File: src/rtl/core/bsl_pkg.sv
// Shared types and constants for the battery supervisor status light.
package bsl_pkg;

	// Field and register widths.
	localparam int CFG_W    = 13;
	localparam int CELL_W   = 5;
	localparam int BLINK_W  = 10;
	localparam int IDX_W    = 3;
	localparam int VOLT_W   = 16;
	localparam int PCT_W    = 7;
	localparam int LVL_W    = 2;
	localparam int COLOR_W  = 2;

	// A per-cell voltage times the cell count.
	localparam int SCALED_W = 18;
	// Signed pack voltage above the dead point.
	localparam int NUM_W    = 19;
	// That difference times one hundred.
	localparam int PROD_W   = 23;

	// Serial divider quotient.
	localparam int QUO_W     = 16;
	localparam int QBIT_W    = 4;
	localparam int PCT_QBITS = 8;
	localparam logic [QBIT_W-1:0] PCT_TOP_BIT = 4'd7;
	localparam logic [QBIT_W-1:0] AVG_TOP_BIT = 4'd15;

	localparam logic [PCT_W-1:0] PCT_FULL = 7'd100;
	localparam logic [PCT_W-1:0] PCT_ZERO = 7'd0;
	localparam logic [PCT_W-1:0] PCT_MUL  = 7'd100;

	// Register indexes on the configuration port.
	localparam logic [IDX_W-1:0] REG_FULL   = 3'd0;
	localparam logic [IDX_W-1:0] REG_LOW    = 3'd1;
	localparam logic [IDX_W-1:0] REG_CRIT   = 3'd2;
	localparam logic [IDX_W-1:0] REG_DEAD   = 3'd3;
	localparam logic [IDX_W-1:0] REG_CELLS  = 3'd4;
	localparam logic [IDX_W-1:0] REG_NOBAT  = 3'd5;
	localparam logic [IDX_W-1:0] REG_BLINK  = 3'd6;

	// Register reset values.
	localparam logic [CFG_W-1:0]   RST_FULL  = 13'd4200;
	localparam logic [CFG_W-1:0]   RST_LOW   = 13'd3600;
	localparam logic [CFG_W-1:0]   RST_CRIT  = 13'd3400;
	localparam logic [CFG_W-1:0]   RST_DEAD  = 13'd3200;
	localparam logic [CELL_W-1:0]  RST_CELLS = 5'd1;
	localparam logic [BLINK_W-1:0] RST_BLINK = 10'd50;

	// Warning levels.
	localparam logic [LVL_W-1:0] LVL_NORMAL = 2'd0;
	localparam logic [LVL_W-1:0] LVL_LOW    = 2'd1;
	localparam logic [LVL_W-1:0] LVL_CRIT   = 2'd2;
	localparam logic [LVL_W-1:0] LVL_DEAD   = 2'd3;

	typedef enum logic [1:0] {
		CMD_SAMPLE  = 2'd0,
		CMD_TICK    = 2'd1,
		CMD_ENABLE  = 2'd2,
		CMD_DISABLE = 2'd3
	} cmd_t;

	typedef enum logic [COLOR_W-1:0] {
		COLOR_NO_LINK = 2'd0,
		COLOR_FAULT   = 2'd1,
		COLOR_WARN    = 2'd2,
		COLOR_HEALTHY = 2'd3
	} color_t;

	typedef enum logic [2:0] {
		ST_IDLE,
		ST_UPDATE,
		ST_SCALE,
		ST_CHECK,
		ST_PDIV,
		ST_ADIV,
		ST_DONE
	} state_t;

	typedef struct packed {
		logic                start;
		logic [QBIT_W-1:0]   top_bit;
	} div_req_t;

	typedef struct packed {
		logic valid;
		cmd_t cmd;
		logic e_stop;
	} light_cmd_t;

	typedef struct packed {
		logic enabled;
		logic fault;
		logic lamp_on;
	} light_stat_t;

	typedef struct packed {
		logic accept;
		logic update;
		logic scale;
		logic check;
		logic pct_load;
		logic avg_load;
		logic out_load;
		logic avg_sel;
	} ctl_t;

endpackage

File: src/rtl/core/bsl_window_mem.sv
// Sample window memory with one write port and one registered read port.
module bsl_window_mem
	import bsl_pkg::*;
#(
	parameter int DEPTH = 16,
	parameter int AW    = 4
) (
	input  logic              clk,
	input  logic              wr_en,
	input  logic [AW-1:0]     wr_addr,
	input  logic [VOLT_W-1:0] wr_data,
	input  logic              rd_en,
	input  logic [AW-1:0]     rd_addr,
	output logic [VOLT_W-1:0] rd_data
);

	logic [VOLT_W-1:0] mem_q [DEPTH];

	always_ff @(posedge clk) begin
		if (wr_en) begin
			mem_q[wr_addr] <= wr_data;
		end
		if (rd_en) begin
			rd_data <= mem_q[rd_addr];
		end
	end

endmodule

File: src/rtl/core/bsl_divider.sv
// Shared restoring divider that retires one quotient bit per cycle.
module bsl_divider
	import bsl_pkg::*;
#(
	parameter int DVD_W = 23,
	parameter int DVS_W = 18
) (
	input  logic             clk,
	input  logic             arst_n,
	input  div_req_t         req,
	input  logic [DVD_W-1:0] dividend,
	input  logic [DVS_W-1:0] divisor,
	output logic             done,
	output logic [QUO_W-1:0] quotient
);

	localparam int SH_W  = DVS_W + QUO_W;
	localparam int CMP_W = (DVD_W > SH_W) ? DVD_W : SH_W;

	logic [DVD_W-1:0]  rem_q;
	logic [SH_W-1:0]   sh_q;
	logic [QUO_W-1:0]  quo_q;
	logic [QBIT_W-1:0] cnt_q;
	logic              busy_q;
	logic              done_q;
	logic [CMP_W-1:0]  rem_x;
	logic [CMP_W-1:0]  sh_x;
	logic [CMP_W-1:0]  diff;
	logic              fits;

	assign rem_x = CMP_W'(rem_q);
	assign sh_x  = CMP_W'(sh_q);
	assign fits  = rem_x >= sh_x;
	assign diff  = rem_x - sh_x;

	always_ff @(posedge clk or negedge arst_n) begin
		if (!arst_n) begin
			busy_q <= 1'b0;
			done_q <= 1'b0;
			cnt_q  <= '0;
		end else if (req.start) begin
			busy_q <= 1'b1;
			done_q <= 1'b0;
			cnt_q  <= req.top_bit;
		end else if (busy_q) begin
			done_q <= (cnt_q == '0);
			busy_q <= (cnt_q != '0);
			if (cnt_q != '0) begin
				cnt_q <= cnt_q - 1'b1;
			end
		end else begin
			done_q <= 1'b0;
		end
	end

	// The divisor starts aligned under the top quotient bit and walks right.
	always_ff @(posedge clk) begin
		if (req.start) begin
			rem_q <= dividend;
			sh_q  <= SH_W'(divisor) << req.top_bit;
			quo_q <= '0;
		end else if (busy_q) begin
			if (fits) begin
				rem_q <= diff[DVD_W-1:0];
			end
			quo_q <= {quo_q[QUO_W-2:0], fits};
			sh_q  <= sh_q >> 1;
		end
	end

	assign done     = done_q;
	assign quotient = quo_q;

endmodule

File: src/rtl/core/bsl_light.sv
// Enable, fault and blink state behind the status light.
module bsl_light
	import bsl_pkg::*;
(
	input  logic               clk,
	input  logic               arst_n,
	input  light_cmd_t         cmd_in,
	input  logic [BLINK_W-1:0] blink_period,
	output light_stat_t        stat
);

	logic               enabled_q;
	logic               fault_q;
	logic               lamp_q;
	logic [BLINK_W-1:0] phase_q;
	logic [BLINK_W:0]   phase_inc;
	logic               wrap;

	assign phase_inc = {1'b0, phase_q} + 1'b1;
	// A zero period wraps on every tick, the same as a period of one.
	assign wrap      = phase_inc >= {1'b0, blink_period};

	always_ff @(posedge clk or negedge arst_n) begin
		if (!arst_n) begin
			enabled_q <= 1'b0;
			fault_q   <= 1'b0;
			lamp_q    <= 1'b1;
			phase_q   <= '0;
		end else if (cmd_in.valid) begin
			unique case (cmd_in.cmd)
				CMD_TICK: begin
					if (enabled_q) begin
						if (wrap) begin
							phase_q <= '0;
							lamp_q  <= ~lamp_q;
						end else begin
							phase_q <= phase_inc[BLINK_W-1:0];
						end
					end
				end
				CMD_ENABLE: begin
					enabled_q <= 1'b1;
				end
				CMD_DISABLE: begin
					enabled_q <= 1'b0;
					phase_q   <= '0;
					fault_q   <= cmd_in.e_stop;
					lamp_q    <= 1'b1;
				end
				default: begin
				end
			endcase
		end
	end

	assign stat.enabled = enabled_q;
	assign stat.fault   = fault_q;
	assign stat.lamp_on = lamp_q;

endmodule

File: src/rtl/core/battery_supervisor_status_light_top.sv
// Top level of the battery supervisor with status light.
//
// Channel   | Handshake            | Payload
// ----------+----------------------+----------------------------------------------
// input     | in_valid / in_ready  | cmd, voltage_mv, e_stop, ds_present
// result    | out_valid / out_ready| percent, average_mv, warn_level,
//           |                      | disable_request, light_color, light_on,
//           |                      | is_enabled
// config    | cfg_write            | cfg_index, cfg_data (write only)
//
// One transaction is worked on at a time. A voltage sample passes through a window
// memory read and update, the scaling multiplies, then the shared serial divider,
// 8 steps for the charge percentage and 16 steps for the rolling average. When the
// percentage needs no division (at or below dead, saturated, degenerate thresholds)
// only the rolling average division is run. Tick, enable, disable and samples with
// no battery go straight to the result register.
// The result register holds a finished transaction until it is taken; a stalled
// result blocks the next one from completing but not from being accepted.
// Reset is asynchronous and active low; the window memory needs no clearing pass
// since the old value of an entry is used only after it has been written.
module battery_supervisor_status_light_top
	import bsl_pkg::*;
#(
	parameter int WINDOW = 16
) (
	input  logic               clk,
	input  logic               arst_n,

	input  logic               cfg_write,
	input  logic [IDX_W-1:0]   cfg_index,
	input  logic [CFG_W-1:0]   cfg_data,

	input  logic               in_valid,
	output logic               in_ready,
	input  logic [1:0]         cmd,
	input  logic [VOLT_W-1:0]  voltage_mv,
	input  logic               e_stop,
	input  logic               ds_present,

	output logic               out_valid,
	input  logic               out_ready,
	output logic [PCT_W-1:0]   percent,
	output logic [VOLT_W-1:0]  average_mv,
	output logic [LVL_W-1:0]   warn_level,
	output logic               disable_request,
	output logic [COLOR_W-1:0] light_color,
	output logic               light_on,
	output logic               is_enabled
);

	// Window bookkeeping widths follow the window length.
	localparam int SLOT_W = (WINDOW > 1) ? $clog2(WINDOW) : 1;
	localparam int CNT_W  = $clog2(WINDOW + 1);
	localparam int SUM_W  = VOLT_W + $clog2(WINDOW);
	localparam int THR_W  = SCALED_W + CNT_W;
	localparam int LV_W   = (SUM_W > THR_W) ? SUM_W : THR_W;
	localparam int OVF_W  = SCALED_W + PCT_QBITS;
	localparam int DVD_W  = (PROD_W > SUM_W) ? PROD_W : SUM_W;
	localparam int DVS_W  = (SCALED_W > CNT_W) ? SCALED_W : CNT_W;
	localparam logic [SLOT_W-1:0] SLOT_LAST  = SLOT_W'(WINDOW - 1);
	localparam logic [CNT_W-1:0]  WINDOW_CNT = CNT_W'(WINDOW);

	// Configuration registers.
	logic [CFG_W-1:0]   cfg_full_q;
	logic [CFG_W-1:0]   cfg_low_q;
	logic [CFG_W-1:0]   cfg_crit_q;
	logic [CFG_W-1:0]   cfg_dead_q;
	logic [CELL_W-1:0]  cfg_cells_q;
	logic               cfg_nobat_q;
	logic [BLINK_W-1:0] cfg_blink_q;

	always_ff @(posedge clk or negedge arst_n) begin
		if (!arst_n) begin
			cfg_full_q  <= RST_FULL;
			cfg_low_q   <= RST_LOW;
			cfg_crit_q  <= RST_CRIT;
			cfg_dead_q  <= RST_DEAD;
			cfg_cells_q <= RST_CELLS;
			cfg_nobat_q <= 1'b0;
			cfg_blink_q <= RST_BLINK;
		end else if (cfg_write) begin
			unique case (cfg_index)
				REG_FULL:  cfg_full_q  <= cfg_data;
				REG_LOW:   cfg_low_q   <= cfg_data;
				REG_CRIT:  cfg_crit_q  <= cfg_data;
				REG_DEAD:  cfg_dead_q  <= cfg_data;
				REG_CELLS: cfg_cells_q <= cfg_data[CELL_W-1:0];
				REG_NOBAT: cfg_nobat_q <= cfg_data[0];
				REG_BLINK: cfg_blink_q <= cfg_data[BLINK_W-1:0];
				default: begin
				end
			endcase
		end
	end

	// Sequencer state and control.
	state_t   state_q;
	state_t   state_d;
	ctl_t     ctl;
	div_req_t div_req;
	logic     sample_go;
	logic     need_pdiv;
	logic     div_done;
	logic     out_free;
	logic     out_valid_q;

	assign sample_go = (cmd_t'(cmd) == CMD_SAMPLE) && !cfg_nobat_q;
	assign out_free  = !out_valid_q || out_ready;

	always_ff @(posedge clk or negedge arst_n) begin
		if (!arst_n) begin
			state_q <= ST_IDLE;
		end else begin
			state_q <= state_d;
		end
	end

	always_comb begin
		state_d = state_q;
		unique case (state_q)
			ST_IDLE: begin
				if (in_valid) begin
					state_d = sample_go ? ST_UPDATE : ST_DONE;
				end
			end
			ST_UPDATE: state_d = ST_SCALE;
			ST_SCALE:  state_d = ST_CHECK;
			ST_CHECK:  state_d = need_pdiv ? ST_PDIV : ST_ADIV;
			ST_PDIV: begin
				if (div_done) begin
					state_d = ST_ADIV;
				end
			end
			ST_ADIV: begin
				if (div_done) begin
					state_d = ST_DONE;
				end
			end
			ST_DONE: begin
				if (out_free) begin
					state_d = ST_IDLE;
				end
			end
			default: state_d = ST_IDLE;
		endcase
	end

	always_comb begin
		ctl             = '0;
		div_req.start   = 1'b0;
		div_req.top_bit = AVG_TOP_BIT;
		in_ready        = 1'b0;
		unique case (state_q)
			ST_IDLE: begin
				in_ready   = 1'b1;
				ctl.accept = in_valid;
			end
			ST_UPDATE: ctl.update = 1'b1;
			ST_SCALE:  ctl.scale  = 1'b1;
			ST_CHECK: begin
				ctl.check       = 1'b1;
				ctl.avg_sel     = !need_pdiv;
				div_req.start   = 1'b1;
				div_req.top_bit = need_pdiv ? PCT_TOP_BIT : AVG_TOP_BIT;
			end
			ST_PDIV: begin
				ctl.pct_load  = div_done;
				ctl.avg_sel   = 1'b1;
				div_req.start = div_done;
			end
			ST_ADIV: ctl.avg_load = div_done;
			ST_DONE: ctl.out_load = out_free;
			default: begin
			end
		endcase
	end

	// Captured input fields.
	logic [VOLT_W-1:0] volt_q;
	logic              ds_q;

	always_ff @(posedge clk) begin
		if (ctl.accept) begin
			volt_q <= voltage_mv;
			ds_q   <= ds_present;
		end
	end

	// Window memory: the entry about to be replaced is read in the acceptance
	// cycle and overwritten in the following one, so the two never overlap.
	logic [SLOT_W-1:0] slot_q;
	logic [CNT_W-1:0]  count_q;
	logic [SUM_W-1:0]  sum_q;
	logic [VOLT_W-1:0] old_sample;
	logic              window_full;

	bsl_window_mem #(
		.DEPTH (WINDOW),
		.AW    (SLOT_W)
	) u_mem (
		.clk     (clk),
		.wr_en   (ctl.update),
		.wr_addr (slot_q),
		.wr_data (volt_q),
		.rd_en   (ctl.accept),
		.rd_addr (slot_q),
		.rd_data (old_sample)
	);

	assign window_full = (count_q == WINDOW_CNT);

	always_ff @(posedge clk or negedge arst_n) begin
		if (!arst_n) begin
			slot_q  <= '0;
			count_q <= '0;
			sum_q   <= '0;
		end else if (ctl.update) begin
			sum_q   <= sum_q - (window_full ? SUM_W'(old_sample) : '0) + SUM_W'(volt_q);
			count_q <= window_full ? count_q : count_q + 1'b1;
			slot_q  <= (slot_q == SLOT_LAST) ? '0 : slot_q + 1'b1;
		end
	end

	// Thresholds scaled by the cell count, taken at acceptance.
	logic [SCALED_W-1:0] dead_n_q;
	logic [SCALED_W-1:0] den_q;
	logic [SCALED_W-1:0] low_n_q;
	logic [SCALED_W-1:0] crit_n_q;
	logic                den_zero_q;
	logic                den_neg_q;
	logic [CFG_W-1:0]    span;

	assign span = (cfg_full_q > cfg_dead_q) ? (cfg_full_q - cfg_dead_q) : '0;

	always_ff @(posedge clk) begin
		if (ctl.accept) begin
			dead_n_q   <= SCALED_W'(cfg_dead_q) * SCALED_W'(cfg_cells_q);
			den_q      <= SCALED_W'(span) * SCALED_W'(cfg_cells_q);
			low_n_q    <= SCALED_W'(cfg_low_q) * SCALED_W'(cfg_cells_q);
			crit_n_q   <= SCALED_W'(cfg_crit_q) * SCALED_W'(cfg_cells_q);
			den_zero_q <= (cfg_full_q == cfg_dead_q) || (cfg_cells_q == '0);
			den_neg_q  <= cfg_full_q < cfg_dead_q;
		end
	end

	// Voltage above the dead point, its percentage numerator, and the level
	// thresholds multiplied out by the number of samples held.
	logic signed [NUM_W-1:0] num_q;
	logic [PROD_W-1:0]       prod_q;
	logic [THR_W-1:0]        thr_low_q;
	logic [THR_W-1:0]        thr_crit_q;
	logic [THR_W-1:0]        thr_dead_q;

	always_ff @(posedge clk) begin
		if (ctl.update) begin
			num_q <= signed'({3'b000, volt_q}) - signed'({1'b0, dead_n_q});
		end
		if (ctl.scale) begin
			prod_q     <= PROD_W'(num_q[VOLT_W-1:0]) * PROD_W'(PCT_MUL);
			thr_low_q  <= THR_W'(low_n_q) * THR_W'(count_q);
			thr_crit_q <= THR_W'(crit_n_q) * THR_W'(count_q);
			thr_dead_q <= THR_W'(dead_n_q) * THR_W'(count_q);
		end
	end

	// Percentage cases that need no division.
	logic             num_pos;
	logic             pct_over;
	logic [PCT_W-1:0] pct_fixed;

	assign num_pos  = !num_q[NUM_W-1] && (num_q != '0);
	// A quotient that would not fit the eight divider steps is far above 100.
	assign pct_over = OVF_W'(prod_q) >= {den_q, {PCT_QBITS{1'b0}}};

	always_comb begin
		need_pdiv = 1'b0;
		priority if (!num_pos) begin
			pct_fixed = PCT_ZERO;
		end else if (den_zero_q) begin
			pct_fixed = PCT_FULL;
		end else if (den_neg_q) begin
			pct_fixed = PCT_ZERO;
		end else if (pct_over) begin
			pct_fixed = PCT_FULL;
		end else begin
			pct_fixed = PCT_ZERO;
			need_pdiv = 1'b1;
		end
	end

	// Supervisor results.
	logic [PCT_W-1:0]  pct_q;
	logic [VOLT_W-1:0] avg_q;
	logic [LVL_W-1:0]  lvl_q;
	logic              req_q;

	// Warning level: compares the exact average against the thresholds by
	// comparing the window sum with threshold times sample count.
	logic             above_low;
	logic             above_crit;
	logic             above_dead;
	logic [LVL_W-1:0] lvl_next;
	logic             req_next;

	assign above_low  = LV_W'(sum_q) > LV_W'(thr_low_q);
	assign above_crit = LV_W'(sum_q) > LV_W'(thr_crit_q);
	assign above_dead = LV_W'(sum_q) > LV_W'(thr_dead_q);

	always_comb begin
		lvl_next = lvl_q;
		req_next = 1'b0;
		if (above_low) begin
			lvl_next = LVL_NORMAL;
		end
		if (!above_low && (lvl_next < LVL_LOW)) begin
			lvl_next = LVL_LOW;
		end
		if (!above_crit && (lvl_next < LVL_CRIT)) begin
			lvl_next = LVL_CRIT;
		end
		if (!above_dead && (lvl_next < LVL_DEAD)) begin
			lvl_next = LVL_DEAD;
			req_next = 1'b1;
		end
	end

	// Shared divider: the percentage first when it needs a division, then the rolling average.
	logic [DVD_W-1:0] div_dividend;
	logic [DVS_W-1:0] div_divisor;
	logic [QUO_W-1:0] div_quo;

	assign div_dividend = ctl.avg_sel ? DVD_W'(sum_q) : DVD_W'(prod_q);
	assign div_divisor  = ctl.avg_sel ? DVS_W'(count_q) : DVS_W'(den_q);

	bsl_divider #(
		.DVD_W (DVD_W),
		.DVS_W (DVS_W)
	) u_div (
		.clk      (clk),
		.arst_n   (arst_n),
		.req      (div_req),
		.dividend (div_dividend),
		.divisor  (div_divisor),
		.done     (div_done),
		.quotient (div_quo)
	);

	always_ff @(posedge clk or negedge arst_n) begin
		if (!arst_n) begin
			pct_q <= '0;
			avg_q <= '0;
			lvl_q <= LVL_NORMAL;
			req_q <= 1'b0;
		end else begin
			if (ctl.accept) begin
				req_q <= 1'b0;
				if ((cmd_t'(cmd) == CMD_SAMPLE) && cfg_nobat_q) begin
					pct_q <= PCT_FULL;
				end
			end
			if (ctl.check) begin
				lvl_q <= lvl_next;
				req_q <= req_next;
				if (!need_pdiv) begin
					pct_q <= pct_fixed;
				end
			end
			if (ctl.pct_load) begin
				pct_q <= (div_quo > QUO_W'(PCT_FULL)) ? PCT_FULL : div_quo[PCT_W-1:0];
			end
			if (ctl.avg_load) begin
				avg_q <= div_quo[VOLT_W-1:0];
			end
		end
	end

	// Enable, fault and blink state.
	light_cmd_t  light_cmd;
	light_stat_t light_stat;

	assign light_cmd.valid  = ctl.accept;
	assign light_cmd.cmd    = cmd_t'(cmd);
	assign light_cmd.e_stop = e_stop;

	bsl_light u_light (
		.clk          (clk),
		.arst_n       (arst_n),
		.cmd_in       (light_cmd),
		.blink_period (cfg_blink_q),
		.stat         (light_stat)
	);

	// Light color by priority: link, fault, warning, healthy.
	color_t color;

	always_comb begin
		priority if (!ds_q) begin
			color = COLOR_NO_LINK;
		end else if (light_stat.fault) begin
			color = COLOR_FAULT;
		end else if (lvl_q != LVL_NORMAL) begin
			color = COLOR_WARN;
		end else begin
			color = COLOR_HEALTHY;
		end
	end

	// Result register.
	logic [PCT_W-1:0]   out_pct_q;
	logic [VOLT_W-1:0]  out_avg_q;
	logic [LVL_W-1:0]   out_lvl_q;
	logic               out_req_q;
	logic [COLOR_W-1:0] out_color_q;
	logic               out_lamp_q;
	logic               out_en_q;

	always_ff @(posedge clk or negedge arst_n) begin
		if (!arst_n) begin
			out_valid_q <= 1'b0;
		end else if (ctl.out_load) begin
			out_valid_q <= 1'b1;
		end else if (out_ready) begin
			out_valid_q <= 1'b0;
		end
	end

	always_ff @(posedge clk) begin
		if (ctl.out_load) begin
			out_pct_q   <= pct_q;
			out_avg_q   <= avg_q;
			out_lvl_q   <= lvl_q;
			out_req_q   <= req_q;
			out_color_q <= color;
			out_lamp_q  <= light_stat.lamp_on;
			out_en_q    <= light_stat.enabled;
		end
	end

	assign out_valid       = out_valid_q;
	assign percent         = out_pct_q;
	assign average_mv      = out_avg_q;
	assign warn_level      = out_lvl_q;
	assign disable_request = out_req_q;
	assign light_color     = out_color_q;
	assign light_on        = out_lamp_q;
	assign is_enabled      = out_en_q;

endmodule

File: config.mk
export PLATFORM = sky130hd
export DESIGN_NAME = battery_supervisor_status_light_top
export DESIGN_NICKNAME = d
export VERILOG_FILES = /design/src/rtl/core/bsl_pkg.sv /design/src/rtl/core/bsl_window_mem.sv /design/src/rtl/core/bsl_divider.sv /design/src/rtl/core/bsl_light.sv /design/src/rtl/core/battery_supervisor_status_light_top.sv
export SDC_FILE = /design/constraint.sdc
export NUM_CORES = 2
export LEC_CHECK = 0
export BUFFER_PORTS_ARGS = -buffer_cell sky130_fd_sc_hd__buf_2
export CAP_MARGIN = 30
export CORE_UTILIZATION = 50
export CTS_CLUSTER_DIAMETER = 80
export DETAILED_ROUTE_END_ITERATION = 10
export GPL_TIMING_DRIVEN = 0
export PLACE_DENSITY = 0.66
export SLEW_MARGIN = 20
export SYNTH_ARGS = -nofsm -noshare
export SYNTH_HDL_FRONTEND = slang
export SYNTH_SLANG_ARGS = --single-unit
File: constraint.sdc
create_clock -name clk -period 10.68 [get_ports clk]
set_input_delay 2.136 -clock clk [delete_from_list [all_inputs] [get_ports clk]]
set_output_delay 2.136 -clock clk [all_outputs]
set_load 0.02 [all_outputs]
==> results.md <==
* Leakage at 24.02 nW
* CTS buffer count at 83
* CP Class: reg2reg
* Area leader, netlist: edfxtp_1
* Mean Syn Cell Area at 11.40 um^2
* Post-synth top cells: inv_1, edfxtp_1, ha_1
* GPL Wtd Cong at 0.9129
* Final Power at 17.38 mW
* HPWL Detailed at 87940 um
* Pre-Repair DR Iteration Count at 5
* Final Max Slew Viols at 0
* Register area share after synthesis at 42.12%
* Core area at between 90000 and 100000 um^2
* Startpoint types: flop
* Drt wl/cell at 19.77 um
* Clock sink total at 720
* Worst Path Arrival at 7390 ps
* Synth Register Bits at 720
* Setup Skew at between 20 and 25 ps
* Routed WL at 115800 um
* FP Rows at 114
* PostCTS Resize Cnt at 0
* Reg-to-Reg Start: cfg_dead_q[1]
* # IOs at 73
* Die area at 99810 um^2
* Slew headroom at a little over a third
* Post-CTS Setup Bufs at 0
* Syn_nets at 5090
* Hold Vio Cnt, Final at 0
* Area added between synthesis and finish at 10.40%
* Status: finished, final reports clean
* MaxCap Viol Count at 0
* Crit end category: flop
* Hold WC Path Type: reg2reg
* Total global routing overflow at 0
* Initial core utilization at 50.73%
* RSZ-0062 raised after global routing: false
* Final critical-path share of the clock period at 65.55%
* Minimum clock period at ~7000 ps
* CTS Root Cell: clkbuf_16
* CP startpoint: cfg_dead_q[1]
* Post-synth top flop: edfxtp_1
* Synth Cell Area at 49280 um^2
* Pwr Density at roughly 320 nW/um^2
* Placed cell area at 51570 um^2
* Post-synth EDFFs at approximately 560
* Fin nets at 5279
* Share of post-route cells with drive strength above 1 at 9.699%
* First-pass GRT wire length at 184500 um
* Post-synth top area share at 34.00%
* Die height at 315.9 um
* Die Span X at 315.9 um
* GRT Overall Usage at approximately a quarter
* Htree depth at 3
* CTS max path bufs at 3
* Pre-CTS WS at 3766 ps
* Most frequent cell after synthesis: inv_1
* Distinct cells, synth at 86
* ANT nets after route at 0
* Vias in the first global route at roughly 33000
* # hold bufs at CTS at 0
* Initial antenna violation count at 7
* Worst Hold Launch: avg_q[1]
* Worst setup margin at 3679 ps
* Mapped Cells at around 4300
* CP Data Required Time at about 11000 ps
* Hold WS at 446.8 ps
* Clk slew on worst S/H paths at 60 ps
* Fin area at 54400 um^2
* Worst-margin pin slew at 969.5 ps
* Port bufs at 71
* CTS tree: yes
* Ys async rst share at 20.28%
* FMAX at 0.1428 GHz
* Leading post-synthesis cells by cell area: edfxtp_1, fa_1, ha_1
* Final setup fails at 0
* Syn. warnings at 0
* Largest fanout on the critical path at 10
* DR iter-0 viols at 2610
* Drt via density at between 5 and 6
* Pin count of the biggest net entering global routing at 90
* Clock Latency Late Sink at 660 ps
* Vias at 32750
* DRC Markers at 0
* VDD IR max at 0.0001829 V
## metal layers
metal	part of all wire [%]	up-vias	GRT usage (%)	wire, um
li1	-	15340	-	-
met1	46	16450	34.85	52870
met2	46	831	38.03	53250
met3	6.2	125	3.522	7183
met4	2.1	0	6.105	2482
met5	0	-	0	0
## worst max-delay path, cell delays in order, from the launching register on
cell	delay [ps]
dfrtp_1	430
inv_1	200
ha_1	280
a21o_1	160
a21o_1	190
a21o_1	200
a31o_2	260
a221oi_2	450
a211o_1	300
nand2_1	170
clkbuf_1	280
nand3_1	170
fa_1	450
fa_1	530
fa_1	540
inv_1	40
ha_1	330
a21o_1	200
a21oi_1	220
o21bai_1	120
a211o_1	300
a31oi_1	240
nor2b_1	70
o21ai_0	280
a21oi_1	150
xor2_1	170
## area by class of cell
type                            count  area, um^2
Multi-Input combinational cell   2895       25870
Clock inverter                     43       434.2
Antenna cell                        1       2.502
Buffer                            121       505.5
Inverter                          585        2196
Timing Repair Buffer              104       788.3
Clock buffer                      110        2251
Tap cell                         1276        1597
Sequential cell                   720       20760
Fill cell                        8203       42740
## final timing paths
| path | endpoint | slack, ps | depth (start not counted) |
|---|---|---|---|
| setup / recovery | den_q[14] | 3680 | 25 |
| hold / removal | average_mv[1] | 450 | 0 |
| setup reg to reg | den_q[14] | 3680 | 25 |
| hold reg to reg | average_mv[1] | 450 | 0 |
| max in group asynchronous | u_light.lamp_q | 8400 | 2 |
| min in group asynchronous | cfg_crit_q[9] | 1420 | 1 |
## layout by cell type (no fill, tap or decap), types with 25 or more instances in the layout
cell       Yosys  final
nand4_1       32     32
and2_1       209    209
dfrtp_1      125    125
fa_1         306    306
nand3_1       66     66
edfxtp_1     558    558
mux2i_1       48     48
nor2_1       209    209
nor3_1        79     78
clkbuf_16      0     85
nand2b_1      25     25
mux4_2        80     80
mux2_2        79     79
o21a_1        37     37
inv_1        583    582
o21bai_1      30     30
nand2_1      410    410
o21ai_0      107    106
nor2b_1       32     31
buf_2          4     75
a21oi_1      154    154
xor2_1        44     44
a211oi_1      28     28
and3_1        58     58
ha_1         422    422
a21o_1        66     66
clkbuf_1     107    126
xnor2_1      143    143
## flip-flops by register name (all words and copies together), names as in the netlist, 18 cells and up
| name | flops |
|---|---|
| crit_n_q | 18 |
| u_mem.mem_q | 256 |
| prod_q | 21 |
| thr_low_q | 23 |
| den_q | 18 |
| thr_dead_q | 23 |
| num_q | 19 |
| dead_n_q | 18 |
| sum_q | 20 |
| low_n_q | 18 |
| u_div.rem_q | 23 |
| u_div.sh_q | 33 |
| thr_crit_q | 23 |
## logic make-up after synthesis
group / share of synthesized area, %
simple gates: 11.68
fa+ha+maj: 23.15
flops: 42.12
buf+inv: 5.469
compound gates: 7.818
mux: 6.437
xor+xnor: 3.324
other cells: 0.007610
## report_power, final
| group | internal [mW] | switching [mW] |
|---|---|---|
| Clock | 1.62 | 1.17 |
| Sequential | 4.17 | 0.602 |
| Combinational | 4.18 | 5.64 |
## per-stage QoR
stage	utilization (%)	cells	setup TNS, ps
6_report	56.00	5855	0
5_1_grt	56.00	5854	0
4_1_cts	55.86	5843	0
3_5_place_dp	53.10	5690	0
3_3_place_gp	52.74	5668	-59040
2_1_floorplan	-	4321	0
Note: power is estimated with default switching activity, not from simulation.
